## src/rtl/core/swa_pkg.sv

```systemverilog
// shared constants, codes and types of the sliding window arq sender
package swa_pkg;

	localparam int MAX_PACKETS = 1024;
	localparam int MAX_WINDOW  = 32;

	localparam int SEQ_W      = $clog2(MAX_PACKETS);
	localparam int CNT_W      = $clog2(MAX_PACKETS) + 1;
	localparam int WIN_W      = $clog2(MAX_WINDOW + 1);
	localparam int MAP_IDX_W  = $clog2(MAX_WINDOW);
	localparam int CMD_W      = 2;
	localparam int KIND_W     = 3;
	localparam int MODE_W     = 2;
	localparam int CFG_IDX_W  = 2;
	localparam int CFG_DATA_W = CNT_W;

	// operating modes, the unused code behaves as stop-and-wait
	localparam logic [MODE_W-1:0] MODE_SAW = 2'd0;
	localparam logic [MODE_W-1:0] MODE_GBN = 2'd1;
	localparam logic [MODE_W-1:0] MODE_SR  = 2'd2;

	// register indexes
	localparam logic [CFG_IDX_W-1:0] REG_MODE   = 2'd0;
	localparam logic [CFG_IDX_W-1:0] REG_WINDOW = 2'd1;
	localparam logic [CFG_IDX_W-1:0] REG_TOTAL  = 2'd2;

	typedef enum logic [CMD_W-1:0] {
		CMD_SEND    = 2'd0,
		CMD_ACK     = 2'd1,
		CMD_TIMEOUT = 2'd2,
		CMD_NONE    = 2'd3
	} cmd_t;

	typedef enum logic [KIND_W-1:0] {
		KIND_NEW         = 3'd0,
		KIND_REFUSED     = 3'd1,
		KIND_RETX        = 3'd2,
		KIND_NOTHING_DUE = 3'd3,
		KIND_ACK_TAKEN   = 3'd4,
		KIND_ACK_IGNORED = 3'd5,
		KIND_ACK_RANGE   = 3'd6
	} kind_t;

	typedef struct packed {
		cmd_t             cmd;
		logic [SEQ_W-1:0] ack;
	} op_t;

	typedef struct packed {
		logic valid;
		op_t  op;
	} q_head_t;

	typedef struct packed {
		logic [MODE_W-1:0] mode;
		logic [WIN_W-1:0]  win;
		logic [CNT_W-1:0]  total;
	} cfg_eff_t;

endpackage

```

## src/rtl/core/swa_if.sv

```systemverilog
// handshake channels of the sliding window arq sender

interface swa_req_if;
	logic                       valid;
	logic                       ready;
	logic [swa_pkg::CMD_W-1:0]  command;
	logic [swa_pkg::SEQ_W-1:0]  ack_number;

	modport source (output valid, command, ack_number, input ready);
	modport sink (input valid, command, ack_number, output ready);
endinterface

interface swa_rsp_if;
	logic                       valid;
	logic                       ready;
	logic [swa_pkg::KIND_W-1:0] kind;
	logic [swa_pkg::SEQ_W-1:0]  seq_number;
	logic [swa_pkg::CNT_W-1:0]  window_base;
	logic                       all_done;
	logic                       last;

	modport source (output valid, kind, seq_number, window_base, all_done, last, input ready);
	modport sink (input valid, kind, seq_number, window_base, all_done, last, output ready);
endinterface

interface swa_cfg_if;
	logic                            valid;
	logic                            ready;
	logic [swa_pkg::CFG_IDX_W-1:0]   index;
	logic [swa_pkg::CFG_DATA_W-1:0]  data;

	modport source (output valid, index, data, input ready);
	modport sink (input valid, index, data, output ready);
endinterface

```

## src/rtl/core/swa_front.sv

```systemverilog
// front end: command decode and two-entry command queue
module swa_front (
	input  logic              clk,
	input  logic              arst_n,
	swa_req_if.sink           req,
	input  logic              pop,
	output swa_pkg::q_head_t  head
);

	swa_pkg::op_t ent_q [2];
	logic         wr_q;
	logic         rd_q;
	logic [1:0]   cnt_q;
	logic         accept;
	logic         push;
	swa_pkg::op_t op_in;

	assign req.ready = (cnt_q != 2'd2);
	assign accept    = req.valid && req.ready;
	assign op_in.cmd = swa_pkg::cmd_t'(req.command);
	assign op_in.ack = req.ack_number;
	// unknown command is taken and dropped, it has no result
	assign push      = accept && (op_in.cmd != swa_pkg::CMD_NONE);

	assign head.valid = (cnt_q != 2'd0);
	assign head.op    = ent_q[rd_q];

	always_ff @(posedge clk or negedge arst_n) begin
		if (!arst_n) begin
			wr_q  <= 1'b0;
			rd_q  <= 1'b0;
			cnt_q <= 2'd0;
		end else begin
			if (push) begin
				wr_q <= ~wr_q;
			end
			if (pop) begin
				rd_q <= ~rd_q;
			end
			case ({push, pop})
				2'b10:   cnt_q <= cnt_q + 2'd1;
				2'b01:   cnt_q <= cnt_q - 2'd1;
				default: cnt_q <= cnt_q;
			endcase
		end
	end

	always_ff @(posedge clk) begin
		if (push) begin
			ent_q[wr_q] <= op_in;
		end
	end

endmodule

```

## src/rtl/core/swa_back.sv

```systemverilog
// back end: window state, acknowledged map, base advance and timeout scan
module swa_back (
	input  logic              clk,
	input  logic              arst_n,
	input  swa_pkg::cfg_eff_t cfg_eff,
	input  swa_pkg::q_head_t  head,
	output logic              pop,
	swa_rsp_if.source         rsp
);

	typedef enum logic [1:0] {
		ST_IDLE,
		ST_ADV,
		ST_SCAN
	} state_t;

	state_t                            state_q;
	logic [swa_pkg::CNT_W-1:0]         base_q;
	logic [swa_pkg::CNT_W-1:0]         next_q;
	// bit k stands for sequence number base_q + k
	logic [swa_pkg::MAX_WINDOW-1:0]    map_q;
	logic [swa_pkg::MAX_WINDOW-1:0]    scan_q;
	logic [swa_pkg::SEQ_W-1:0]         idx_q;

	logic                              rsp_valid_q;
	swa_pkg::kind_t                    rsp_kind_q;
	logic [swa_pkg::SEQ_W-1:0]         rsp_seq_q;
	logic [swa_pkg::CNT_W-1:0]         rsp_base_q;
	logic                              rsp_done_q;
	logic                              rsp_last_q;

	logic                              out_free;
	logic [swa_pkg::CNT_W-1:0]         ack_ext;
	logic [swa_pkg::CNT_W-1:0]         ack_diff;
	logic [swa_pkg::MAP_IDX_W-1:0]     ack_rel;
	logic                              ack_above;
	logic                              ack_bad;
	logic                              ack_take;
	logic                              send_ok;
	logic [swa_pkg::CNT_W-1:0]         span;
	logic [swa_pkg::CNT_W-1:0]         gap_tot;
	logic [swa_pkg::CNT_W-1:0]         len_c;
	logic [swa_pkg::WIN_W-1:0]         len;
	logic [swa_pkg::MAX_WINDOW-1:0]    range_mask;
	logic [swa_pkg::MAX_WINDOW-1:0]    miss;
	logic                              adv_go;
	logic                              done_now;
	logic                              scan_last;
	logic                              rsp_set;

	assign out_free = !rsp_valid_q || rsp.ready;
	assign pop      = (state_q == ST_IDLE) && head.valid && out_free;

	always_comb begin
		ack_ext   = {{(swa_pkg::CNT_W - swa_pkg::SEQ_W){1'b0}}, head.op.ack};
		ack_diff  = ack_ext - base_q;
		ack_rel   = ack_diff[swa_pkg::MAP_IDX_W-1:0];
		ack_above = (ack_ext >= base_q);
		ack_bad   = (ack_ext >= next_q) || (ack_ext >= cfg_eff.total);
		case (cfg_eff.mode)
			swa_pkg::MODE_GBN: ack_take = ack_above;
			swa_pkg::MODE_SR:  ack_take = 1'b1;
			default:           ack_take = (ack_ext == base_q);
		endcase

		send_ok = ({1'b0, next_q} <
			({1'b0, base_q} + {{(swa_pkg::CNT_W + 1 - swa_pkg::WIN_W){1'b0}}, cfg_eff.win}))
			&& (next_q < cfg_eff.total);

		// scan length is min(window, outstanding, packets left)
		span    = next_q - base_q;
		gap_tot = (cfg_eff.total > base_q) ? (cfg_eff.total - base_q) : '0;
		len_c   = {{(swa_pkg::CNT_W - swa_pkg::WIN_W){1'b0}}, cfg_eff.win};
		if (span < len_c) begin
			len_c = span;
		end
		if (gap_tot < len_c) begin
			len_c = gap_tot;
		end
		len = len_c[swa_pkg::WIN_W-1:0];
		for (int k = 0; k < swa_pkg::MAX_WINDOW; k++) begin
			range_mask[k] = (swa_pkg::WIN_W'(k) < len);
		end
		miss = ~map_q & range_mask;

		adv_go    = (base_q < cfg_eff.total) && map_q[0];
		done_now  = (base_q >= cfg_eff.total);
		scan_last = (scan_q[swa_pkg::MAX_WINDOW-1:1] == '0);

		// a new result is loaded this cycle, always with the output register free
		rsp_set = 1'b0;
		case (state_q)
			ST_IDLE: begin
				if (pop) begin
					case (head.op.cmd)
						swa_pkg::CMD_SEND:    rsp_set = 1'b1;
						swa_pkg::CMD_ACK:     rsp_set = ack_bad || !ack_take;
						swa_pkg::CMD_TIMEOUT: rsp_set = (miss == '0);
						default:              rsp_set = 1'b0;
					endcase
				end
			end
			ST_ADV:  rsp_set = !adv_go && out_free;
			ST_SCAN: rsp_set = scan_q[0] && out_free;
			default: rsp_set = 1'b0;
		endcase
	end

	always_ff @(posedge clk or negedge arst_n) begin
		if (!arst_n) begin
			state_q     <= ST_IDLE;
			base_q      <= '0;
			next_q      <= '0;
			map_q       <= '0;
			scan_q      <= '0;
			idx_q       <= '0;
			rsp_valid_q <= 1'b0;
		end else begin
			if (out_free) begin
				rsp_valid_q <= rsp_set;
			end
			case (state_q)
				ST_IDLE: begin
					if (pop) begin
						case (head.op.cmd)
							swa_pkg::CMD_SEND: begin
								rsp_base_q  <= base_q;
								rsp_done_q  <= done_now;
								rsp_last_q  <= 1'b1;
								if (send_ok) begin
									next_q     <= next_q + 1'b1;
									rsp_kind_q <= swa_pkg::KIND_NEW;
									rsp_seq_q  <= next_q[swa_pkg::SEQ_W-1:0];
								end else begin
									rsp_kind_q <= swa_pkg::KIND_REFUSED;
									rsp_seq_q  <= '0;
								end
							end
							swa_pkg::CMD_ACK: begin
								if (ack_bad || !ack_take) begin
									rsp_kind_q  <= ack_bad ? swa_pkg::KIND_ACK_RANGE
										: swa_pkg::KIND_ACK_IGNORED;
									rsp_seq_q   <= '0;
									rsp_base_q  <= base_q;
									rsp_done_q  <= done_now;
									rsp_last_q  <= 1'b1;
								end else begin
									// numbers below the base already count as acknowledged
									if (ack_above) begin
										map_q[ack_rel] <= 1'b1;
									end
									state_q <= ST_ADV;
								end
							end
							swa_pkg::CMD_TIMEOUT: begin
								if (miss == '0) begin
									rsp_kind_q  <= swa_pkg::KIND_NOTHING_DUE;
									rsp_seq_q   <= '0;
									rsp_base_q  <= base_q;
									rsp_done_q  <= done_now;
									rsp_last_q  <= 1'b1;
								end else begin
									scan_q  <= miss;
									idx_q   <= base_q[swa_pkg::SEQ_W-1:0];
									state_q <= ST_SCAN;
								end
							end
							default: begin
							end
						endcase
					end
				end
				ST_ADV: begin
					if (adv_go) begin
						base_q <= base_q + 1'b1;
						map_q  <= map_q >> 1;
					end else if (out_free) begin
						rsp_kind_q  <= swa_pkg::KIND_ACK_TAKEN;
						rsp_seq_q   <= '0;
						rsp_base_q  <= base_q;
						rsp_done_q  <= done_now;
						rsp_last_q  <= 1'b1;
						state_q     <= ST_IDLE;
					end
				end
				ST_SCAN: begin
					if (!scan_q[0]) begin
						scan_q <= scan_q >> 1;
						idx_q  <= idx_q + 1'b1;
					end else if (out_free) begin
						rsp_kind_q  <= swa_pkg::KIND_RETX;
						rsp_seq_q   <= idx_q;
						rsp_base_q  <= base_q;
						rsp_done_q  <= done_now;
						rsp_last_q  <= scan_last;
						scan_q      <= scan_q >> 1;
						idx_q       <= idx_q + 1'b1;
						if (scan_last) begin
							state_q <= ST_IDLE;
						end
					end
				end
				default: begin
					state_q <= ST_IDLE;
				end
			endcase
		end
	end

	assign rsp.valid       = rsp_valid_q;
	assign rsp.kind        = rsp_kind_q;
	assign rsp.seq_number  = rsp_seq_q;
	assign rsp.window_base = rsp_base_q;
	assign rsp.all_done    = rsp_done_q;
	assign rsp.last        = rsp_last_q;

	// outstanding numbers always fit the acknowledged map
	a_window_fits: assert property (@(posedge clk) disable iff (!arst_n)
		(base_q <= next_q) && ((next_q - base_q) <= swa_pkg::CNT_W'(swa_pkg::MAX_WINDOW)))
		else $error("outstanding span exceeds the map");

	// a scan always has at least one retransmission left
	a_scan_live: assert property (@(posedge clk) disable iff (!arst_n)
		(state_q == ST_SCAN) |-> (scan_q != '0))
		else $error("scan running with nothing left to send");

	// the base never moves backwards
	a_base_mono: assert property (@(posedge clk) disable iff (!arst_n)
		1'b1 |=> (base_q >= $past(base_q)))
		else $error("window base went backwards");

	// commands are taken from the queue only when one is there
	a_pop_head: assert property (@(posedge clk) disable iff (!arst_n)
		pop |-> (head.valid && (state_q == ST_IDLE)))
		else $error("pop from an empty queue");

endmodule

```

## src/rtl/core/sliding_window_arq_sender_unit.sv

```systemverilog
// top level of the sliding window arq sender: registers, front end and back end
//
// Sender-side window tracker for an ARQ link in stop-and-wait, go-back-N or
// selective repeat mode. Commands (send, ack, timeout) arrive as transactions
// on req and each produces one or more result transactions on rsp, in order,
// with last set on the final one. The front end takes a command per cycle
// while its two-entry queue has room, so input keeps flowing while a result
// waits on rsp until the queue fills. A send or a refused/out-of-range ack
// goes from the queue to the registered result, one command per cycle while
// rsp is not stalled. A taken ack marks its number in the map, then the base
// slides over each acknowledged number (up to the window, 32) before the
// result. A timeout walks the positions up to the last unacknowledged one,
// at most 32, in the shift register of pending numbers, one retransmission
// each, taking no new command until the walk ends. Only the outstanding
// window is kept in the acknowledged map (numbers below the base count as
// acknowledged, numbers not yet sent as not), so there is no clearing pass
// after reset. The configuration port is always ready and should be written
// only while the block is idle; writes to an unknown index are ignored.
module sliding_window_arq_sender_unit (
	input  logic     clk,
	input  logic     arst_n,
	swa_req_if.sink  req,
	swa_rsp_if.source rsp,
	swa_cfg_if.sink  cfg
);

	// configuration registers as written
	logic [swa_pkg::MODE_W-1:0] mode_q;
	logic [swa_pkg::WIN_W-1:0]  window_q;
	logic [swa_pkg::CNT_W-1:0]  total_q;

	swa_pkg::cfg_eff_t cfg_eff;
	swa_pkg::q_head_t  head;
	logic              pop;

	assign cfg.ready = 1'b1;

	always_ff @(posedge clk or negedge arst_n) begin
		if (!arst_n) begin
			mode_q   <= swa_pkg::MODE_SAW;
			window_q <= swa_pkg::WIN_W'(1);
			total_q  <= swa_pkg::CNT_W'(1);
		end else if (cfg.valid) begin
			case (cfg.index)
				swa_pkg::REG_MODE:   mode_q   <= cfg.data[swa_pkg::MODE_W-1:0];
				swa_pkg::REG_WINDOW: window_q <= cfg.data[swa_pkg::WIN_W-1:0];
				swa_pkg::REG_TOTAL:  total_q  <= cfg.data;
				default: begin
				end
			endcase
		end
	end

	// effective values: stop-and-wait forces a window of one, zero counts as
	// one and anything above the limits is clamped
	always_comb begin
		cfg_eff.mode = mode_q;
		if ((mode_q != swa_pkg::MODE_GBN && mode_q != swa_pkg::MODE_SR) || window_q == '0) begin
			cfg_eff.win = swa_pkg::WIN_W'(1);
		end else if (window_q > swa_pkg::WIN_W'(swa_pkg::MAX_WINDOW)) begin
			cfg_eff.win = swa_pkg::WIN_W'(swa_pkg::MAX_WINDOW);
		end else begin
			cfg_eff.win = window_q;
		end
		if (total_q == '0) begin
			cfg_eff.total = swa_pkg::CNT_W'(1);
		end else if (total_q > swa_pkg::CNT_W'(swa_pkg::MAX_PACKETS)) begin
			cfg_eff.total = swa_pkg::CNT_W'(swa_pkg::MAX_PACKETS);
		end else begin
			cfg_eff.total = total_q;
		end
	end

	// front end: decode and queue
	swa_front u_front (
		.clk    (clk),
		.arst_n (arst_n),
		.req    (req),
		.pop    (pop),
		.head   (head)
	);

	// back end: window bookkeeping and result generation
	swa_back u_back (
		.clk     (clk),
		.arst_n  (arst_n),
		.cfg_eff (cfg_eff),
		.head    (head),
		.pop     (pop),
		.rsp     (rsp)
	);

endmodule
```

## src/flat_wrapper.sv

```systemverilog
// flat-port wrapper written by rule: the top's interface ports become plain ports
module sliding_window_arq_sender_unit_flat 
  (clk, arst_n, req_valid, req_command, req_ack_number, req_ready, rsp_valid, rsp_kind, rsp_seq_number, rsp_window_base, rsp_all_done, rsp_last, rsp_ready, cfg_valid, cfg_index, cfg_data, cfg_ready);
  swa_req_if req_i ();
  swa_rsp_if rsp_i ();
  swa_cfg_if cfg_i ();
  input  logic clk;
  input  logic arst_n;
  input wire logic [$bits(req_i.valid)-1:0] req_valid;
  input wire logic [$bits(req_i.command)-1:0] req_command;
  input wire logic [$bits(req_i.ack_number)-1:0] req_ack_number;
  output wire logic [$bits(req_i.ready)-1:0] req_ready;
  output wire logic [$bits(rsp_i.valid)-1:0] rsp_valid;
  output wire logic [$bits(rsp_i.kind)-1:0] rsp_kind;
  output wire logic [$bits(rsp_i.seq_number)-1:0] rsp_seq_number;
  output wire logic [$bits(rsp_i.window_base)-1:0] rsp_window_base;
  output wire logic [$bits(rsp_i.all_done)-1:0] rsp_all_done;
  output wire logic [$bits(rsp_i.last)-1:0] rsp_last;
  input wire logic [$bits(rsp_i.ready)-1:0] rsp_ready;
  input wire logic [$bits(cfg_i.valid)-1:0] cfg_valid;
  input wire logic [$bits(cfg_i.index)-1:0] cfg_index;
  input wire logic [$bits(cfg_i.data)-1:0] cfg_data;
  output wire logic [$bits(cfg_i.ready)-1:0] cfg_ready;
  assign req_i.valid = req_valid;
  assign req_i.command = req_command;
  assign req_i.ack_number = req_ack_number;
  assign req_ready = req_i.ready;
  assign rsp_valid = rsp_i.valid;
  assign rsp_kind = rsp_i.kind;
  assign rsp_seq_number = rsp_i.seq_number;
  assign rsp_window_base = rsp_i.window_base;
  assign rsp_all_done = rsp_i.all_done;
  assign rsp_last = rsp_i.last;
  assign rsp_i.ready = rsp_ready;
  assign cfg_i.valid = cfg_valid;
  assign cfg_i.index = cfg_index;
  assign cfg_i.data = cfg_data;
  assign cfg_ready = cfg_i.ready;
  sliding_window_arq_sender_unit u_core (.clk(clk), .arst_n(arst_n), .req(req_i), .rsp(rsp_i), .cfg(cfg_i));
endmodule
```

## config.mk

```make
export PLATFORM = sky130hd
export DESIGN_NAME = sliding_window_arq_sender_unit_flat
export DESIGN_NICKNAME = d
export VERILOG_FILES = /design/src/rtl/core/swa_pkg.sv /design/src/rtl/core/swa_if.sv /design/src/rtl/core/swa_front.sv /design/src/rtl/core/swa_back.sv /design/src/rtl/core/sliding_window_arq_sender_unit.sv /design/src/flat_wrapper.sv
export SDC_FILE = /design/constraint.sdc
export NUM_CORES = 1
export LEC_CHECK = 0
export ABC_CLOCK_PERIOD_IN_PS = 23700
export BUFFER_PORTS_ARGS = -buffer_cell sky130_fd_sc_hd__buf_2
export CELL_PAD_IN_SITES_DETAIL_PLACEMENT = 2
export CELL_PAD_IN_SITES_GLOBAL_PLACEMENT = 2
export CORE_MARGIN = 2
export CORE_UTILIZATION = 43
export DETAILED_ROUTE_END_ITERATION = 16
export GPL_TIMING_DRIVEN = 0
export PLACE_DENSITY_LB_ADDON = 0.05
export SETUP_SLACK_MARGIN = 0.3
export SYNTH_ARGS = -nofsm -noshare
export SYNTH_HDL_FRONTEND = slang
export SYNTH_SLANG_ARGS = --single-unit
```

## constraint.sdc

```tcl
create_clock -name clk -period 23.7 [get_ports clk]
set_input_delay 1.185 -clock clk [delete_from_list [all_inputs] [get_ports clk]]
set_output_delay 1.185 -clock clk [all_outputs]
set_load 0.01 [all_outputs]
```

==> results of run 1 <==
[kinds of logic after synthesis]
group / count (synthesis)
flip-flops: 172
buffers and inverters: 151
multiplexers: 90
XOR/XNOR: 58
AND/OR/NAND/NOR: 449
AO/OA/AOI/OAI: 438
other: 1
adder cells (fa/ha/maj): 110
[power by group through the flow]
| stage | Sequential (mW) | Clock, mW | Combinational (mW) |
|---|---|---|---|
| 2_1_floorplan | 0.471 | 0 | 0.962 |
| 3_3_place_gp | 0.503 | 0 | 1.36 |
| 3_5_place_dp | 0.507 | 0 | 1.41 |
| 4_1_cts | 0.505 | 0.308 | 1.44 |
| 5_1_grt | 0.518 | 0.317 | 1.58 |
| 6_report | 0.510 | 0.304 | 1.46 |
[layer usage]
metal | GRT usage, % | wire length, µm | up-vias
met5 | 0 | 0 | -
met4 | 13.40 | 1968 | 0
met3 | 5.835 | 2553 | 105
met2 | 55.82 | 25860 | 336
met1 | 45.32 | 24230 | 6387
li1 | - | - | 5613
[cell usage after synthesis, types with 24 or more instances]
library cell  count
mux2_2           37
nand2_1         116
nand3_1          36
o21a_1           26
ha_1            106
nor2_1          147
dfrtp_1         120
mux2i_1          25
clkbuf_1         42
inv_1            85
a21oi_1          62
nor3_1           33
o21ai_0         113
edfxtp_1         50
xnor2_1          48
a211oi_1         80
o31ai_1          24
[worst paths after layout]
kind | slack, ps | startpoint | cells after the start | end
worst max-delay path | 12660 | u_core.u_back.next_q[0] | 32 | u_core.u_back.rsp.kind[1]
worst min-delay path | 460 | u_core.u_back.base_q[6] | 0 | u_core.u_back.rsp.window_base[6]
worst max register to register | 12660 | u_core.u_back.next_q[0] | 32 | u_core.u_back.rsp.kind[1]
worst min register to register | 460 | u_core.u_back.base_q[6] | 0 | u_core.u_back.rsp.window_base[6]
max in group asynchronous | 22210 | arst_n | 2 | u_core.u_back.idx_q[3]
min in group asynchronous | 620 | arst_n | 1 | u_core.mode_q[1]
[sequential cells by signal, indices dropped and copies added (netlist names), 6 cells and up]
| register | cells |
|---|---|
| u_core.total_q | 11 |
| u_core.u_back.idx_q | 10 |
| u_core.u_back.rsp.seq_number | 10 |
| u_core.u_front.ent_q | 24 |
| u_core.window_q | 6 |
| u_core.u_back.base_q | 11 |
| u_core.u_back.next_q | 11 |
| u_core.u_back.rsp.window_base | 11 |
| u_core.u_back.map_q | 32 |
| u_core.u_back.scan_q | 32 |
[worst reg2reg max path: cells and delay by family (launching register included)]
kind                       cells  cell delay [ps]
DFF                            1              550
adders and majority gates      4             1240
muxes                          1              610
buffers and inverters          6             1280
and+or+nand+nor                6             2570
xor gates and xnor gates       1              430
AOI/OAI and AO/OA             14             3970
[stage by stage]
stage / hold WS (ps) / worst slack, ps
global placement: 427.9 / 12730
global route: 468.2 / 11780
floorplan: 423.1 / 15740
finish: 462.2 / 12660
CTS: 454.0 / 12590
detailed placement: 449.8 / 12630
[layout make-up]
| class | instances | area share [%] |
|---|---|---|
| clock inverter | 14 | 1.180 |
| tap | 396 | 3.363 |
| clock buffer | 18 | 2.913 |
| buffer | 62 | 2.013 |
| inverter | 89 | 2.267 |
| multi-input combinational | 1151 | 55.04 |
| sequential | 172 | 30.93 |
| timing repair buffer | 60 | 2.293 |
==> impl_metrics.csv, run 1 <==
group,metric,value,unit
pwr,ir_worst_vdd,0.00007402,V
die,start_util,43.50,%
yosys,synth_warnings,0,
critical_path,worstPathArrival,11140,ps
critical_path,critPathMaxStageDelay,820,ps
yosys,avgSynthCellArea,9.035,µm²
routing,wl,54610,µm
finish,drive_gt1_share,11.17,%
die,rows,64,
finish,instances_no_fill,1962,
global_route,antenna_found_initial,0,
critical_path,cp_num_buf_inv,6,
routing,vias_per_cell,6.341,
sta,setup_viol,0,
sta,relSlewSlack,11.55,%
critical_path,cp-end-kind,"register",
yosys,synth.distinct_cells,86,
cts,cts_resized,0,
routing,wl_per_cell,27.83,µm
cts,cts_tree,"done",
cts,numCtsBuffers,17,
finish,multi_input_area,8110,µm²
finish,seq_area,4557,µm²
sta,fin_crit_sh,46.58,%
yosys,synthXorXnorAreaFrac,3.827,%
routing,drc,0,
critical_path,crit_slowest_cell,"and4bb_1",
sta,hold_violations,0,
critical_path,cp_max_fo,14,
die,fp.dieH,179.7,µm
yosys,synth_edf_count,50,
cts,cts_setup_buffers,0,
finish,final_cell_mix,"147 x nor2_1, 120 x dfrtp_1, 116 x nand2_1",
finish,final_common_cell,"nor2_1",
finish,stdcell_area,14730,µm²
place,dp.cells,1929,
yosys,ys_async_sr_fraction,70.93,%
finish,antenna_cells,0,
finish,area_delta_synth_final,11.01,%
place,io_buffers,57,
global_route,grt_pass1_vias,13670,
sta,period_needed,11040,ps
sta,worst_slew_pin_slew,1323,ps
cts,clock_latency,470,ps
cts,cts_buffer_depth,2,
global_route,grt_start_max_net_pins,87,
critical_path,crit_type,"register to register",
min_path,hp-class,"register to register",
routing,vias,12440,
yosys,synth_area,13270,µm²
die,io_pins,59,
sta,clock_skew,13.79,ps
sta,setup_tns,0,ps
cts,cts.sinks,172,
pwr,intPower,1.071,mW
run,drv_cap,0,
yosys,ys.flop_type,"dfrtp_1",
pwr,total_power,2.270,mW
cts,cts_root_buf,"clkbuf_16",
die,core_area,30510,µm²
yosys,synthDominantCellAreaShare,22.62,%
sta,max_freq,0.09058,GHz
routing,first_pass_iters,5,
sta,slew_violations,0,
yosys,synth_top_family_by_area,"compound AO/OA/AOI/OAI gates",
routing,drt_iter0_markers,832,
cts,hold_buffers,0,
pwr,p_leak,6.191,nW
global_route,grt_use_total,34.22,%
yosys,synth-adder-area-share,10.60,%
pwr,pwr-share-clk,13.4,%
pwr,p_per_area,154.0,nW/µm²
yosys,ys_seq_area_share,34.33,%
yosys,synth-compound-area-share,22.61,%
pwr,p_seq_share,22.5,%
outcome,status,"finished, final reports clean",
yosys,synth_area_leaders,"dfrtp_1 23%, edfxtp_1 11%, ha_1 10%",
global_route,grt.overflow.total,0,
die,die_area,32290,µm²
finish,postLayoutCoreUtil,48.29,%
pwr,power_switching,1.198,mW
yosys,synth_top_area_cell,"dfrtp_1",
routing,ant_nets,0,
global_route,grt_pass1_wl,84410,µm
yosys,synth_cells,1469,
finish,fill_cells,3335,
critical_path,cpLargestDelayFamily,"compound AO/OA/AOI/OAI gates",
yosys,synth-simple-area-share,16.09,%
critical_path,start_kind,"register",
die,die_width,179.7,µm
pwr,swShare,52.80,%
sta,rsz0062_at_grt,"false",
critical_path,crit_required,23800,ps
pwr,power_frac_comb,64.2,%
cts,clkSlewWorstSetupHoldPaths,80,ps
place,globalplace.congestion,0.9073,
place,hpwl,41690,µm
yosys,synth.area.mux_share,7.768,%
finish,fin_nets,1693,
yosys,synth_seq_cells,172,
cts,htreeDepth,4,
place,placed_area,14120,µm²
Power figures use the tool's default switching activity.
==> run 2: changes to the inputs <==
--- a/config.mk
+++ b/config.mk
@@ -5,12 +5,12 @@
 export SDC_FILE = /design/constraint.sdc
 export NUM_CORES = 1
 export LEC_CHECK = 0
-export ABC_CLOCK_PERIOD_IN_PS = 23700
+export ABC_CLOCK_PERIOD_IN_PS = 10400
 export BUFFER_PORTS_ARGS = -buffer_cell sky130_fd_sc_hd__buf_2
 export CELL_PAD_IN_SITES_DETAIL_PLACEMENT = 2
 export CELL_PAD_IN_SITES_GLOBAL_PLACEMENT = 2
 export CORE_MARGIN = 2
-export CORE_UTILIZATION = 43
+export CORE_UTILIZATION = 40
 export DETAILED_ROUTE_END_ITERATION = 16
 export GPL_TIMING_DRIVEN = 0
 export PLACE_DENSITY_LB_ADDON = 0.05
==> constraint.sdc (replaced) <==
create_clock -name clk -period 10.4 [get_ports clk]
set_input_delay 0.52 -clock clk [delete_from_list [all_inputs] [get_ports clk]]
set_output_delay 0.52 -clock clk [all_outputs]
set_load 0.01 [all_outputs]
==> impl_metrics.csv, run 2 (synthesis results as in run 1) <==
group,metric,value,unit
outcome,status,"finished, final reports clean",
place,io_buffers,57,
finish,area_delta_synth_final,12.47,%
finish,final_cell_mix,"146 x nor2_1, 120 x dfrtp_1, 116 x nand2_1",
sta,hold_violations,0,
place,place_ws,-923.9,ps
critical_path,reg2reg_slack,700,ps
critical_path,cp_max_fo,14,
pwr,total_power,5.263,mW
critical_path,startpoint,"u_core.u_back.next_q[0]",
routing,drc,0,
run,drv_cap,0,
die,start_util,40.69,%
global_route,grt_use_total,32.49,%
sta,clock_skew,15.08,ps
critical_path,worstPathArrival,9840,ps
finish,reg_top3,"u_core.u_back.map_q (32), u_core.u_back.scan_q (32), u_core.u_front.ent_q (24)",
die,io_pins,59,
finish,final_common_cell,"nor2_1",
critical_path,critPathMaxStageDelay,550,ps
routing,wl_per_cell,26.94,µm
cts,cts.sinks,172,
finish,stdcell_area,14930,µm²
die,rows,66,
critical_path,start_kind,"register",
sta,worst_slew_pin_slew,1203,ps
min_path,hp-class,"input pin to register",
sta,period_needed,9699,ps
place,hpwl,41870,µm
critical_path,crit_slowest_cell,"and4bb_4",
die,die_area,34660,µm²
global_route,antenna_found_initial,0,
critical_path,crit_type,"register to register",
routing,first_pass_iters,5,
critical_path,r2r_start,"u_core.u_back.next_q[0]",
global_route,grt.overflow.total,0,
place,globalplace.congestion,0.9119,
pwr,p_leak,6.231,nW
sta,max_freq,0.1031,GHz
min_path,min-delay-start,"req_ack_number[5]",
cts,numCtsBuffers,17,
die,die_width,186.2,µm
sta,relSlewSlack,19.61,%
routing,ant_nets,0,
global_route,grt_start_max_net_pins,82,
pwr,p_per_area,352.5,nW/µm²
routing,wl,54290,µm
cts,clock_latency,470,ps
finish,fin_nets,1699,
sta,final.setup.worst_slack,701.5,ps
die,core_area,32620,µm²
sta,fin_crit_sh,93.25,%
cts,clkSlewWorstSetupHoldPaths,70,ps
sta,setup_viol,0,
sta,slew_violations,0,
routing,drt_iter0_markers,756,
cts,htreeDepth,4,
global_route,grt_pass1_vias,13460,
cts,cts_tree,"done",
critical_path,crit_required,10540,ps
die,fp.dieH,186.2,µm
pwr,ir_worst_vdd,0.0001839,V
place,placed_area,14180,µm²
global_route,grt_pass1_wl,83070,µm
routing,vias,12460,
finish,drive_gt1_share,12.15,%
cts,cts_buffer_depth,2,
critical_path,cp-end-kind,"register",
routing,vias_per_cell,6.183,
sta,rsz0062_at_grt,"false",
cts,cts_root_buf,"clkbuf_16",
-- run 2: cell type report --
type | count | area, µm²
well taps | 442 | 553.0
fillers | 3595 | 17690
flip-flops and latches | 172 | 4557
diodes | 1 | 2.502
multi-input cells | 1151 | 8180
inverters | 89 | 334.1
repair buffers | 66 | 381.6
clock inverters | 15 | 197.7
clock buffers | 17 | 425.4
plain buffers | 62 | 296.5
-- run 2: worst paths after layout --
kind | end | cells past startpoint
setup / recovery | u_core.u_back.rsp.seq_number[6] | 33
min in group asynchronous | u_core.window_q[1] | 2
setup reg to reg | u_core.u_back.rsp.seq_number[6] | 33
hold reg to reg | u_core.u_back.rsp.window_base[6] | 0
hold / removal | u_core.u_front.ent_q[0][5] | 1
max in group asynchronous | u_core.u_back.idx_q[3] | 3
-- run 2: timing repair --
item	4_1_cts	5_1_grt
gates resized for setup	8	6
pin swaps	1	3
endpoints found under the setup margin	61	32
hold endpoints to repair	11	0
hold buffers	1	0
setup buffers	1	5
-- run 2: routing by layer --
metal / track usage, % / share of wire [%] / vias up
li1: - / - / 5619
met5: 0 / 0 / -
met3: 5.257 / 4.4 / 96
met4: 12.82 / 3.4 / 0
met1: 42.56 / 45 / 6459
met2: 53.74 / 48 / 284
-- run 2: report_power, final --
part,switching (mW),internal [mW]
Clock,0.343,0.369
Sequential,0.243,0.917
Combinational,2.17,1.22
-- run 2: critical path: cells and delay by family (launching register included) --
kind | cells | cell delay (ps)
XOR/XNOR | 1 | 370
flip-flops | 1 | 530
AO/OA/AOI/OAI | 13 | 3690
AND/OR/NAND/NOR | 8 | 2150
adder cells (fa/ha/maj) | 4 | 1230
buffers and inverters | 7 | 1380
-- run 2: through the flow --
stage | TNS, ps | utilization, % | instances | hold WS (ps)
after floorplan | 0 | - | 1474 | 224.4
after global placement | -11900 | 43.32 | 1973 | 436.1
after detailed placement | -19520 | 43.46 | 1975 | 455.2
after CTS | 0 | 45.54 | 2009 | 230.7
after global routing | 0 | 45.76 | 2014 | 241.0
final | 0 | 45.77 | 2015 | 249.3
